--- config.mk ---
export PLATFORM = sky130hd
export DESIGN_NAME = base64_stream_decoder_unit
export DESIGN_NICKNAME = d
export VERILOG_FILES = /design/src/rtl/core/b64d_pkg.sv /design/src/rtl/core/b64d_decode.sv /design/src/rtl/core/b64d_cfg.sv /design/src/rtl/core/base64_stream_decoder_unit.sv
export SDC_FILE = /design/constraint.sdc
export NUM_CORES = 1
export LEC_CHECK = 0
export BUFFER_PORTS_ARGS = -buffer_cell sky130_fd_sc_hd__buf_2
export CORE_UTILIZATION = 49
export CTS_CLUSTER_DIAMETER = 200
export DETAILED_ROUTE_END_ITERATION = 7
export PLACE_DENSITY = 0.78
export SLEW_MARGIN = 20
export SYNTH_ARGS = -nofsm -noshare
export SYNTH_HDL_FRONTEND = slang
export SYNTH_HIERARCHICAL = 1
export SYNTH_SLANG_ARGS = --single-unit
--- constraint.sdc ---
create_clock -name clk -period 7.2 [get_ports clk]
set_input_delay 0 -clock clk [delete_from_list [all_inputs] [get_ports clk]]
set_output_delay 0 -clock clk [all_outputs]
set_load 0.01 [all_outputs]
--- src/rtl/core/b64d_pkg.sv ---
// Shared types and constants for the base64 stream decoder.
`timescale 1ns / 1ps

package b64d_pkg;

    // Largest destination size honored, whatever the limit register holds
    localparam logic [12:0] MAX_OUTPUT_BYTES = 13'd4096;

    // Limit register reset value
    localparam logic [12:0] LIMIT_RESET = 13'd32;

    // Completion status codes
    typedef enum logic [1:0] {
        ST_OK      = 2'd0,
        ST_BADCHAR = 2'd1,
        ST_LIMIT   = 2'd2,
        ST_PAD     = 2'd3
    } status_t;

    // Padding progress
    typedef enum logic [1:0] {
        PAD_NONE = 2'd0,
        PAD_OWED = 2'd1,
        PAD_DONE = 2'd2
    } pad_stage_t;

    // Decoder state carried from item to item
    typedef struct packed {
        logic [1:0]  group_position;
        pad_stage_t  pad_stage;
        logic [7:0]  partial_byte;
        logic [12:0] out_count;
        status_t     error_code;
    } dec_state_t;

    // One result item
    typedef struct packed {
        logic        emit;
        logic [7:0]  data_byte;
        logic        byte_valid;
        logic        done_res;
        status_t     status;
        logic [12:0] byte_count;
    } dec_result_t;

endpackage

--- src/rtl/core/b64d_decode.sv ---
// Per-character decode step: next decoder state and the result item it causes.
`timescale 1ns / 1ps

module b64d_decode
    import b64d_pkg::*;
(
    input  logic [7:0]  char_code,
    input  logic        end_of_text,
    input  logic [12:0] limit,
    input  dec_state_t  cur,
    output dec_state_t  nxt,
    output dec_result_t res
);

    localparam logic [7:0] CH_PAD = 8'h3D;

    // Whitespace: tab through carriage return, and space
    function automatic logic is_blank(input logic [7:0] c);
        return (c == 8'h20) || ((c >= 8'h09) && (c <= 8'h0D));
    endfunction

    // Alphabet lookup: {hit, six-bit value}
    function automatic logic [6:0] sextet(input logic [7:0] c);
        logic [7:0] d;
        d = 8'h00;
        if ((c >= 8'h41) && (c <= 8'h5A)) begin
            d = c - 8'h41;
            return {1'b1, d[5:0]};
        end
        if ((c >= 8'h61) && (c <= 8'h7A)) begin
            d = c - 8'h47;
            return {1'b1, d[5:0]};
        end
        if ((c >= 8'h30) && (c <= 8'h39)) begin
            d = c + 8'h04;
            return {1'b1, d[5:0]};
        end
        if (c == 8'h2B) return {1'b1, 6'd62};
        if (c == 8'h2F) return {1'b1, 6'd63};
        return {1'b0, 6'd0};
    endfunction

    logic [12:0] lim;
    logic [13:0] cnt_inc;
    logic        at_lim;
    logic        near_lim;
    logic [6:0]  sx;
    logic [5:0]  v;

    // Clamp the limit and form the two limit checks
    assign lim      = (limit > MAX_OUTPUT_BYTES) ? MAX_OUTPUT_BYTES : limit;
    assign cnt_inc  = {1'b0, cur.out_count} + 14'd1;
    assign at_lim   = cur.out_count >= lim;
    assign near_lim = cnt_inc >= {1'b0, lim};
    assign sx       = sextet(char_code);
    assign v        = sx[5:0];

    always_comb
    begin
        nxt            = cur;
        res.emit       = 1'b0;
        res.data_byte  = 8'h00;
        res.byte_valid = 1'b0;
        res.done_res   = 1'b0;
        res.status     = ST_OK;
        res.byte_count = cur.out_count;

        if (end_of_text)
        begin
            // Report final status, then clear for the next string
            res.emit     = 1'b1;
            res.done_res = 1'b1;
            res.status   = cur.error_code;
            if ((cur.error_code == ST_OK) &&
                (((cur.pad_stage == PAD_NONE) && (cur.group_position != 2'd0)) ||
                 (cur.pad_stage == PAD_OWED)))
            begin
                res.status = ST_PAD;
            end
            nxt.group_position = 2'd0;
            nxt.pad_stage      = PAD_NONE;
            nxt.partial_byte   = 8'h00;
            nxt.out_count      = 13'd0;
            nxt.error_code     = ST_OK;
        end
        else if ((cur.error_code != ST_OK) || is_blank(char_code))
        begin
            // Hold everything
        end
        else if (cur.pad_stage != PAD_NONE)
        begin
            // Only a second owed pad may follow padding
            if ((cur.pad_stage == PAD_OWED) && (char_code == CH_PAD))
            begin
                nxt.pad_stage = PAD_DONE;
                if (cur.partial_byte != 8'h00)
                    nxt.error_code = ST_PAD;
            end
            else
            begin
                nxt.error_code = ST_PAD;
            end
        end
        else if (char_code == CH_PAD)
        begin
            // First pad: legal only at positions 2 and 3
            unique case (cur.group_position)
                2'd2:
                begin
                    nxt.pad_stage = PAD_OWED;
                end
                2'd3:
                begin
                    nxt.pad_stage = PAD_DONE;
                    if (cur.partial_byte != 8'h00)
                        nxt.error_code = ST_PAD;
                end
                default:
                begin
                    nxt.error_code = ST_PAD;
                end
            endcase
        end
        else if (!sx[6])
        begin
            nxt.error_code = ST_BADCHAR;
        end
        else
        begin
            // Advance the group, emitting a byte at positions 1 to 3
            unique case (cur.group_position)
                2'd0:
                begin
                    if (at_lim)
                        nxt.error_code = ST_LIMIT;
                    else
                    begin
                        nxt.partial_byte   = {v, 2'b00};
                        nxt.group_position = 2'd1;
                    end
                end
                2'd1:
                begin
                    if (near_lim)
                        nxt.error_code = ST_LIMIT;
                    else
                    begin
                        res.emit           = 1'b1;
                        res.data_byte      = cur.partial_byte | {4'h0, v[5:4]};
                        nxt.partial_byte   = {v[3:0], 4'h0};
                        nxt.group_position = 2'd2;
                    end
                end
                2'd2:
                begin
                    if (near_lim)
                        nxt.error_code = ST_LIMIT;
                    else
                    begin
                        res.emit           = 1'b1;
                        res.data_byte      = cur.partial_byte | {2'b00, v[5:2]};
                        nxt.partial_byte   = {v[1:0], 6'h00};
                        nxt.group_position = 2'd3;
                    end
                end
                default:
                begin
                    if (at_lim)
                        nxt.error_code = ST_LIMIT;
                    else
                    begin
                        res.emit           = 1'b1;
                        res.data_byte      = cur.partial_byte | {2'b00, v};
                        nxt.partial_byte   = 8'h00;
                        nxt.group_position = 2'd0;
                    end
                end
            endcase

            if (res.emit)
            begin
                res.byte_valid = 1'b1;
                nxt.out_count  = cnt_inc[12:0];
                res.byte_count = cnt_inc[12:0];
            end
        end
    end

endmodule

--- src/rtl/core/b64d_cfg.sv ---
// APB register block holding the output limit.
`timescale 1ns / 1ps

module b64d_cfg
    import b64d_pkg::*;
(
    input  logic        clk,
    input  logic        rst_n,
    input  logic        psel,
    input  logic        penable,
    input  logic        pwrite,
    input  logic [2:0]  paddr,
    input  logic [31:0] pwdata,
    output logic [31:0] prdata,
    output logic        pready,
    output logic [12:0] limit
);

    logic [12:0] limit_reg;
    logic [12:0] limit_next;
    logic        wr_en;

    assign pready = 1'b1;
    assign wr_en  = psel && penable && pwrite && (paddr[2] == 1'b0);

    // Take the low 13 bits on a write to the limit register
    always_comb
    begin
        limit_next = limit_reg;
        if (wr_en)
            limit_next = pwdata[12:0];
    end

    always_ff @(posedge clk or negedge rst_n)
    begin
        if (!rst_n)
            limit_reg <= LIMIT_RESET;
        else
            limit_reg <= limit_next;
    end

    assign prdata = (paddr[2] == 1'b0) ? {19'd0, limit_reg} : 32'd0;
    assign limit  = limit_reg;

endmodule

--- src/rtl/core/base64_stream_decoder_unit.sv ---
// Top level of the base64 stream decoder: input register, decode step, result register.
`timescale 1ns / 1ps
// A character is held in the input register until the result register is free to take it.
// Throughput: one character per cycle while results are taken; the input register and
// the result register let the next character enter while a result waits to be taken.
// Reset: rst_n clears the decode state and both valid flags at once and sets
// the output limit to 32; no clearing pass is needed.

module base64_stream_decoder_unit
    import b64d_pkg::*;
(
    input  logic        clk,
    input  logic        rst_n,
    // Character stream
    input  logic        s_tvalid,
    output logic        s_tready,
    input  logic [7:0]  s_tdata,   // [7:0] char_code
    input  logic        s_tlast,   // end_of_text
    // Result stream
    output logic        m_tvalid,
    input  logic        m_tready,
    output logic [23:0] m_tdata,   // [7:0] data_byte, [9:8] status, [22:10] byte_count
    output logic        m_tlast,   // done_res
    output logic        m_tuser,   // byte_valid
    // Configuration
    input  logic        psel,
    input  logic        penable,
    input  logic        pwrite,
    input  logic [2:0]  paddr,
    input  logic [31:0] pwdata,
    output logic [31:0] prdata,
    output logic        pready
);

    logic        in_valid_reg;
    logic        in_valid_next;
    logic [7:0]  in_char_reg;
    logic        in_eot_reg;
    dec_state_t  state_reg;
    dec_state_t  state_next;
    dec_result_t res;
    logic        out_valid_reg;
    logic        out_valid_next;
    logic [7:0]  out_byte_reg;
    logic        out_bvalid_reg;
    logic        out_done_reg;
    status_t     out_status_reg;
    logic [12:0] out_count_reg;
    logic [12:0] limit;
    logic        in_take;
    logic        step;

    b64d_cfg u_cfg (
        .clk     (clk),
        .rst_n   (rst_n),
        .psel    (psel),
        .penable (penable),
        .pwrite  (pwrite),
        .paddr   (paddr),
        .pwdata  (pwdata),
        .prdata  (prdata),
        .pready  (pready),
        .limit   (limit)
    );

    b64d_decode u_decode (
        .char_code   (in_char_reg),
        .end_of_text (in_eot_reg),
        .limit       (limit),
        .cur         (state_reg),
        .nxt         (state_next),
        .res         (res)
    );

    // Advance the held item once the result slot is free or being emptied
    assign step     = in_valid_reg && (!out_valid_reg || m_tready);
    assign s_tready = !in_valid_reg || step;
    assign in_take  = s_tvalid && s_tready;

    always_comb
    begin
        in_valid_next = in_valid_reg;
        if (in_take)
            in_valid_next = 1'b1;
        else if (step)
            in_valid_next = 1'b0;

        out_valid_next = out_valid_reg && !m_tready;
        if (step)
            out_valid_next = res.emit;
    end

    // Control state
    always_ff @(posedge clk or negedge rst_n)
    begin
        if (!rst_n)
        begin
            in_valid_reg             <= 1'b0;
            out_valid_reg            <= 1'b0;
            state_reg.group_position <= 2'd0;
            state_reg.pad_stage      <= PAD_NONE;
            state_reg.partial_byte   <= 8'h00;
            state_reg.out_count      <= 13'd0;
            state_reg.error_code     <= ST_OK;
        end
        else
        begin
            in_valid_reg  <= in_valid_next;
            out_valid_reg <= out_valid_next;
            if (step)
                state_reg <= state_next;
        end
    end

    // Payload registers
    always_ff @(posedge clk)
    begin
        if (in_take)
        begin
            in_char_reg <= s_tdata;
            in_eot_reg  <= s_tlast;
        end
        if (step && res.emit)
        begin
            out_byte_reg   <= res.data_byte;
            out_bvalid_reg <= res.byte_valid;
            out_done_reg   <= res.done_res;
            out_status_reg <= res.status;
            out_count_reg  <= res.byte_count;
        end
    end

    assign m_tvalid = out_valid_reg;
    assign m_tdata  = {1'b0, out_count_reg, out_status_reg, out_byte_reg};
    assign m_tlast  = out_done_reg;
    assign m_tuser  = out_bvalid_reg;

endmodule
# Yosys cells after proc, flatten, opt, wreduce, memory -nomap -nowiden
# Index checks and enable logic that the tools add are counted.
# op_classes
n_eq_ne,19
div_mod_pow,0
mux,84
reduce_logical,39
n_lt_le_gt_ge,11
n_mul,0
bitwise_logic,5
add_sub_neg,4
shifts,0
# ops
op,count
13-bit 2-to-1 mux,8
9-bit 2-to-1 mux,8
7-bit 2-to-1 mux,10
21-bit 2-to-1 mux,3
27-bit 2-to-1 mux,2
10-bit 2-to-1 mux,4
2-bit 2-to-1 mux,19
8-bit by 6-bit == test with 1-bit output (second input constant),4
8-bit 2-to-1 mux,4
9-bit one-hot mux with 3 select lines,1
8-bit one-hot mux with 3 select lines,1
1-bit 2-to-1 mux,20
8-bit by 7-bit greater-or-equal comparator with 1-bit output (second input constant),2
8-bit by 7-bit <= comparator with 1-bit output (second input constant),2
5-bit AND reduction,3
13-bit by 1-bit adder with 14-bit output (second input constant),1
14-bit by 13-bit greater-or-equal comparator with 1-bit output,1
1-bit logical AND,14
13-bit greater-or-equal comparator,1
13-bit > comparator (second input constant),1
3-bit inequality test (second input constant),4
6-bit by 5-bit inequality test with 1-bit output (second input constant),2
2-bit nonzero test,5
9-bit AND reduction,1
other kinds (27),41
# totals
romBits,0
ramBits,0
register_bits,76
latchBits,0
wordCells,177
mem_count,0
in_bits,51
out_inout_bits,61

# Longest topological paths before layout
# logic_depth
word_depth,33
mapped_depth,22

# Modules after synthesis
# The synthesis kept the hierarchy.
# by_module_without_submodules
mod,area_per_inst_um2,n_inst,cells_per_inst,seq_area_each_um2
b64d_decode,2783.9,1,404,0.0
base64_stream_decoder_unit,2238.4,1,103,1746.7
b64d_cfg,792.0,1,64,326.6

# Worst setup path before layout
# Ideal clock, no wire load.
# synth_path
kind,reg2reg
startpoint,register state_reg[2] in the netlist's numbering
endpoint,"register out_done_reg (netlist: m_tlast), enable pin"
path_stages_with_launch,22
arrival_ns,4.597
slack_ns,2.196
setup_time_ns,0.407
path_cell_list,dfrtp_1 -> ha_1 -> and3_1 -> buf_6 -> and3_1 -> buf_6 -> and3_1 -> buf_6 -> and3_1 -> buf_2 -> nand3_2 -> xnor2_1 -> ha_1 -> a21oi_1 -> o21a_1 -> o2111ai_2 -> a21oi_2 -> buf_6 -> buf_6 -> or2_1 -> nand2_1 -> nor2_1
# synth_rtl
element,line,source
from (decl),base64_stream_decoder_unit.sv:39,dec_state_t state_reg;
from (signal assigned),base64_stream_decoder_unit.sv:111,state_reg <= state_next;
to (signal assigned),base64_stream_decoder_unit.sv:127,out_done_reg <= res.done_res;
to (decl),base64_stream_decoder_unit.sv:46,logic out_done_reg;

==> metrics.yaml <==
outcome:
  status: "finished clean"
worst_setup_path:
  critPathSlowestCell: "a21oi_2"
  reg2reg_slack_ps: 1750
  cp-end-kind: "register"
  cp_cell_sequence: "ha_1, and3_1, and3_1, and3_1, and3_1, nand3_2, xnor2_1, ha_1, a21oi_1, o21a_1, o2111ai_2, a21oi_2, or2_1, nand2_1, nor2_2, buf_4"
  r2r-start: "state_reg[2]"
  setup.worst_path.end: "out_count_reg[9]"
  start_kind: "register"
  startpoint: "state_reg[2]"
  crit_top_cell: "and3_1"
  worstReg2RegEnd: "out_count_reg[9]"
  arrival_ps: 5470
  critPathMaxFanout: 20
  path_class: "reg2reg"
  rr_worst_depth: 16
  required_ps: 7220
  cpPeakStageDelay_ps: 890
route:
  vias: 4528
  wl_per_cell_um: 16.2
  drc: 0
  postRouteWirelength_um: 12900
  vias_per_cell: 5.69
  ant_nets: 0
  initialDrtViolationCount: 361
  firstDrtPassIters: 6
logic_synthesis:
  synthDistinctLibCells: 85
  ys.flop_type: "dfrtp_1"
  synthCells: 571
  ys_seq_area_share_pct: 35.7
  ys_seq_elements: 76
  ys_warn_count: 6
  netlist_area_um2: 5810
  async_reset_ff_share_pct: 55.3
  synth-edff-count: 34
  syn_area_per_cell_um2: 10.2
die:
  coreArea_um2: 11500
  die_area_um2: 12300
  core.rowCount: 39
  start_util_pct: 50.7
  die_w_um: 111
  die_h_um: 111
  io_pins: 112
sta:
  hold_viol: 0
  finClkSkew_ps: 5.05
  tightest_slew_ps: 1120
  drv_slew: 0
  setup_ws_ps: 1750
  tns_ps: 0
  fin_crit_ps: 5450
  rsz0062_at_grt: "false"
  setup_viol: 0
  fin_crit_sh_pct: 75.7
  timing.slew.headroom_pct: 25.4
  clock.fmax_mhz: 184
clocking:
  cts_max_path_buffers: 2
  postCtsSetupBuffers: 0
  cts_sinks: 76
  cts_tree: "built"
  cts-root-buf: "clkbuf_16"
  path_clk_slew_ps: 60
  insertion_delay_ps: 340
  h-tree-depth: 3
  cts_buffers: 9
pwr:
  p_int_w: 0.000899
  power.net_switching_w: 0.000411
  vdd_drop_max_v: 0.000152
  swShare_pct: 31.4
  combinationalPowerShare_pct: 27.8
  powerDensity_nw_per_um2: 199
  pwr-share-seq_pct: 41.1
  pwr-share-clk_pct: 31.1
  leakage_nw: 3.01
grt:
  grt_usage_pct: 21.3
  grt_max_degree: 43
  antenna_found_initial: 0
  first_global_vias: 4474
  grt_overflow_total: 0
  grt_pass1_wl_um: 21200
cells_and_area:
  largest_reg_flops: 27
  layout_common_cells: "buf_2, nand2_1, nor2_1"
  drive_gt1_share_pct: 23.3
  final_common_cell: "buf_2"
  nNetsFinal: 738
  area_growth_pct: 13.0
  n_fill_cell: 966
  diodes: 0
place:
  hpwl_um: 9060
  pre_cts_ws_ps: 1840
  place_congestion: 0.893
  portBuffers: 69
flow_run:
  max_cap_viol_count: 0
worst_hold_path:
  hp-class: "in2async"
==> cells in the mapped netlist (3+ instances only) <==
master,instances,area [um^2]
o21a_1,6,45.0
mux2i_1,4,40.0
o211ai_1,7,52.6
nor2b_1,16,100
xor2_1,5,43.8
conb_1,3,11.3
nand3_1,15,75.1
mux2_4,31,465
mux2_2,11,124
buf_4,24,180
o21ai_0,12,60.1
a21o_1,10,75.1
and2_1,6,37.5
a21oi_1,31,155
nand2b_1,3,18.8
or4_1,3,22.5
dfrtp_1,41,1030
o221ai_1,3,26.3
o21ai_1,5,25.0
ha_1,39,488
nor2_1,46,173
inv_1,26,97.6
and2b_1,3,22.5
buf_2,4,20.0
a211oi_1,4,30.0
and3_1,7,43.8
nand2_1,52,195
buf_6,8,90.1
clkbuf_1,10,37.5
a31o_1,4,35.0
nor3_1,4,20.0
a31oi_1,7,43.8
edfxtp_1,34,1020
xnor2_1,21,184
==> final cells by class <==
cell class              count  area, um^2  share of cell area [%]
multi-input cells         438        3340                    50.8
flip-flops and latches     76        2070                    31.5
repair buffers             96         613                    9.33
clock buffers              13         250                    3.81
well taps                 143         179                    2.72
inverters                  27         104                    1.58
clock inverters             3        13.8                   0.209
==> what timing repair did <==
item / CTS / global route
gates resized for setup: 0 / 0
hold endpoints to repair: 65 / 0
hold buffers: 25 / 0
==> per-stage QoR <==
step | power [W] | hold WS, ps | std cells | area, um^2 | utilization, %
5_1_grt | 0.00137 | 255 | 796 | 6570 | 57.3
2_1_floorplan | 0.000807 | -296 | 589 | 5880 | -
6_report | 0.00131 | 207 | 796 | 6570 | 57.3
3_3_place_gp | 0.000879 | 177 | 755 | 6060 | 52.8
4_1_cts | 0.00131 | 240 | 796 | 6570 | 57.3
3_5_place_dp | 0.000892 | 178 | 755 | 6060 | 52.8
==> critical path: cells and delay by family (launching register included) <==
family          cells  cell delay [ps]
buf+inv             1              350
flops               1              540
xor+xnor            1              170
simple gates        8             1980
fa+ha+maj           2              620
compound gates      4             1440
==> logic make-up after synthesis <==
kind of cell	after synthesis	share of synthesized area, %
and+or+nand+nor	180	17.2
AOI/OAI and AO/OA	124	15.3
DFF	76	35.7
buffers and inverters	75	8.11
muxes	48	11.2
adders and majority gates	39	8.39
xor gates and xnor gates	26	3.92
other	3	0.194
==> worst min path at each step <==
stage               slack, ps        from             end
floorplan                -300       rst_n    in_valid_reg
global placement          180  s_tdata[5]  in_char_reg[5]
detailed placement        180  s_tdata[2]  in_char_reg[2]
CTS                       240      pwrite  u_cfg/limit[4]
global route              250       rst_n  u_cfg/limit[3]
finish                    210       rst_n  u_cfg/limit[3]
==> power groups by stage <==
stage	combinational, W	clock (W)	sequential [W]
2_1_floorplan	0.000267	0	0.000540
3_3_place_gp	0.000334	0	0.000545
3_5_place_dp	0.000346	0	0.000547
4_1_cts	0.000359	0.000416	0.000539
5_1_grt	0.000398	0.000430	0.000546
6_report	0.000364	0.000408	0.000539
==> layer usage <==
layer / wire length [um] / part of all wire (%) / track usage (%)
met1: 5730 / 44 / 27.0
met2: 6400 / 50 / 35.7
met3: 491 / 3.8 / 3.61
met4: 253 / 2.0 / 9.33
met5: 0 / 0 / 0
No activity file was read; power rests on OpenSTA's default activity.
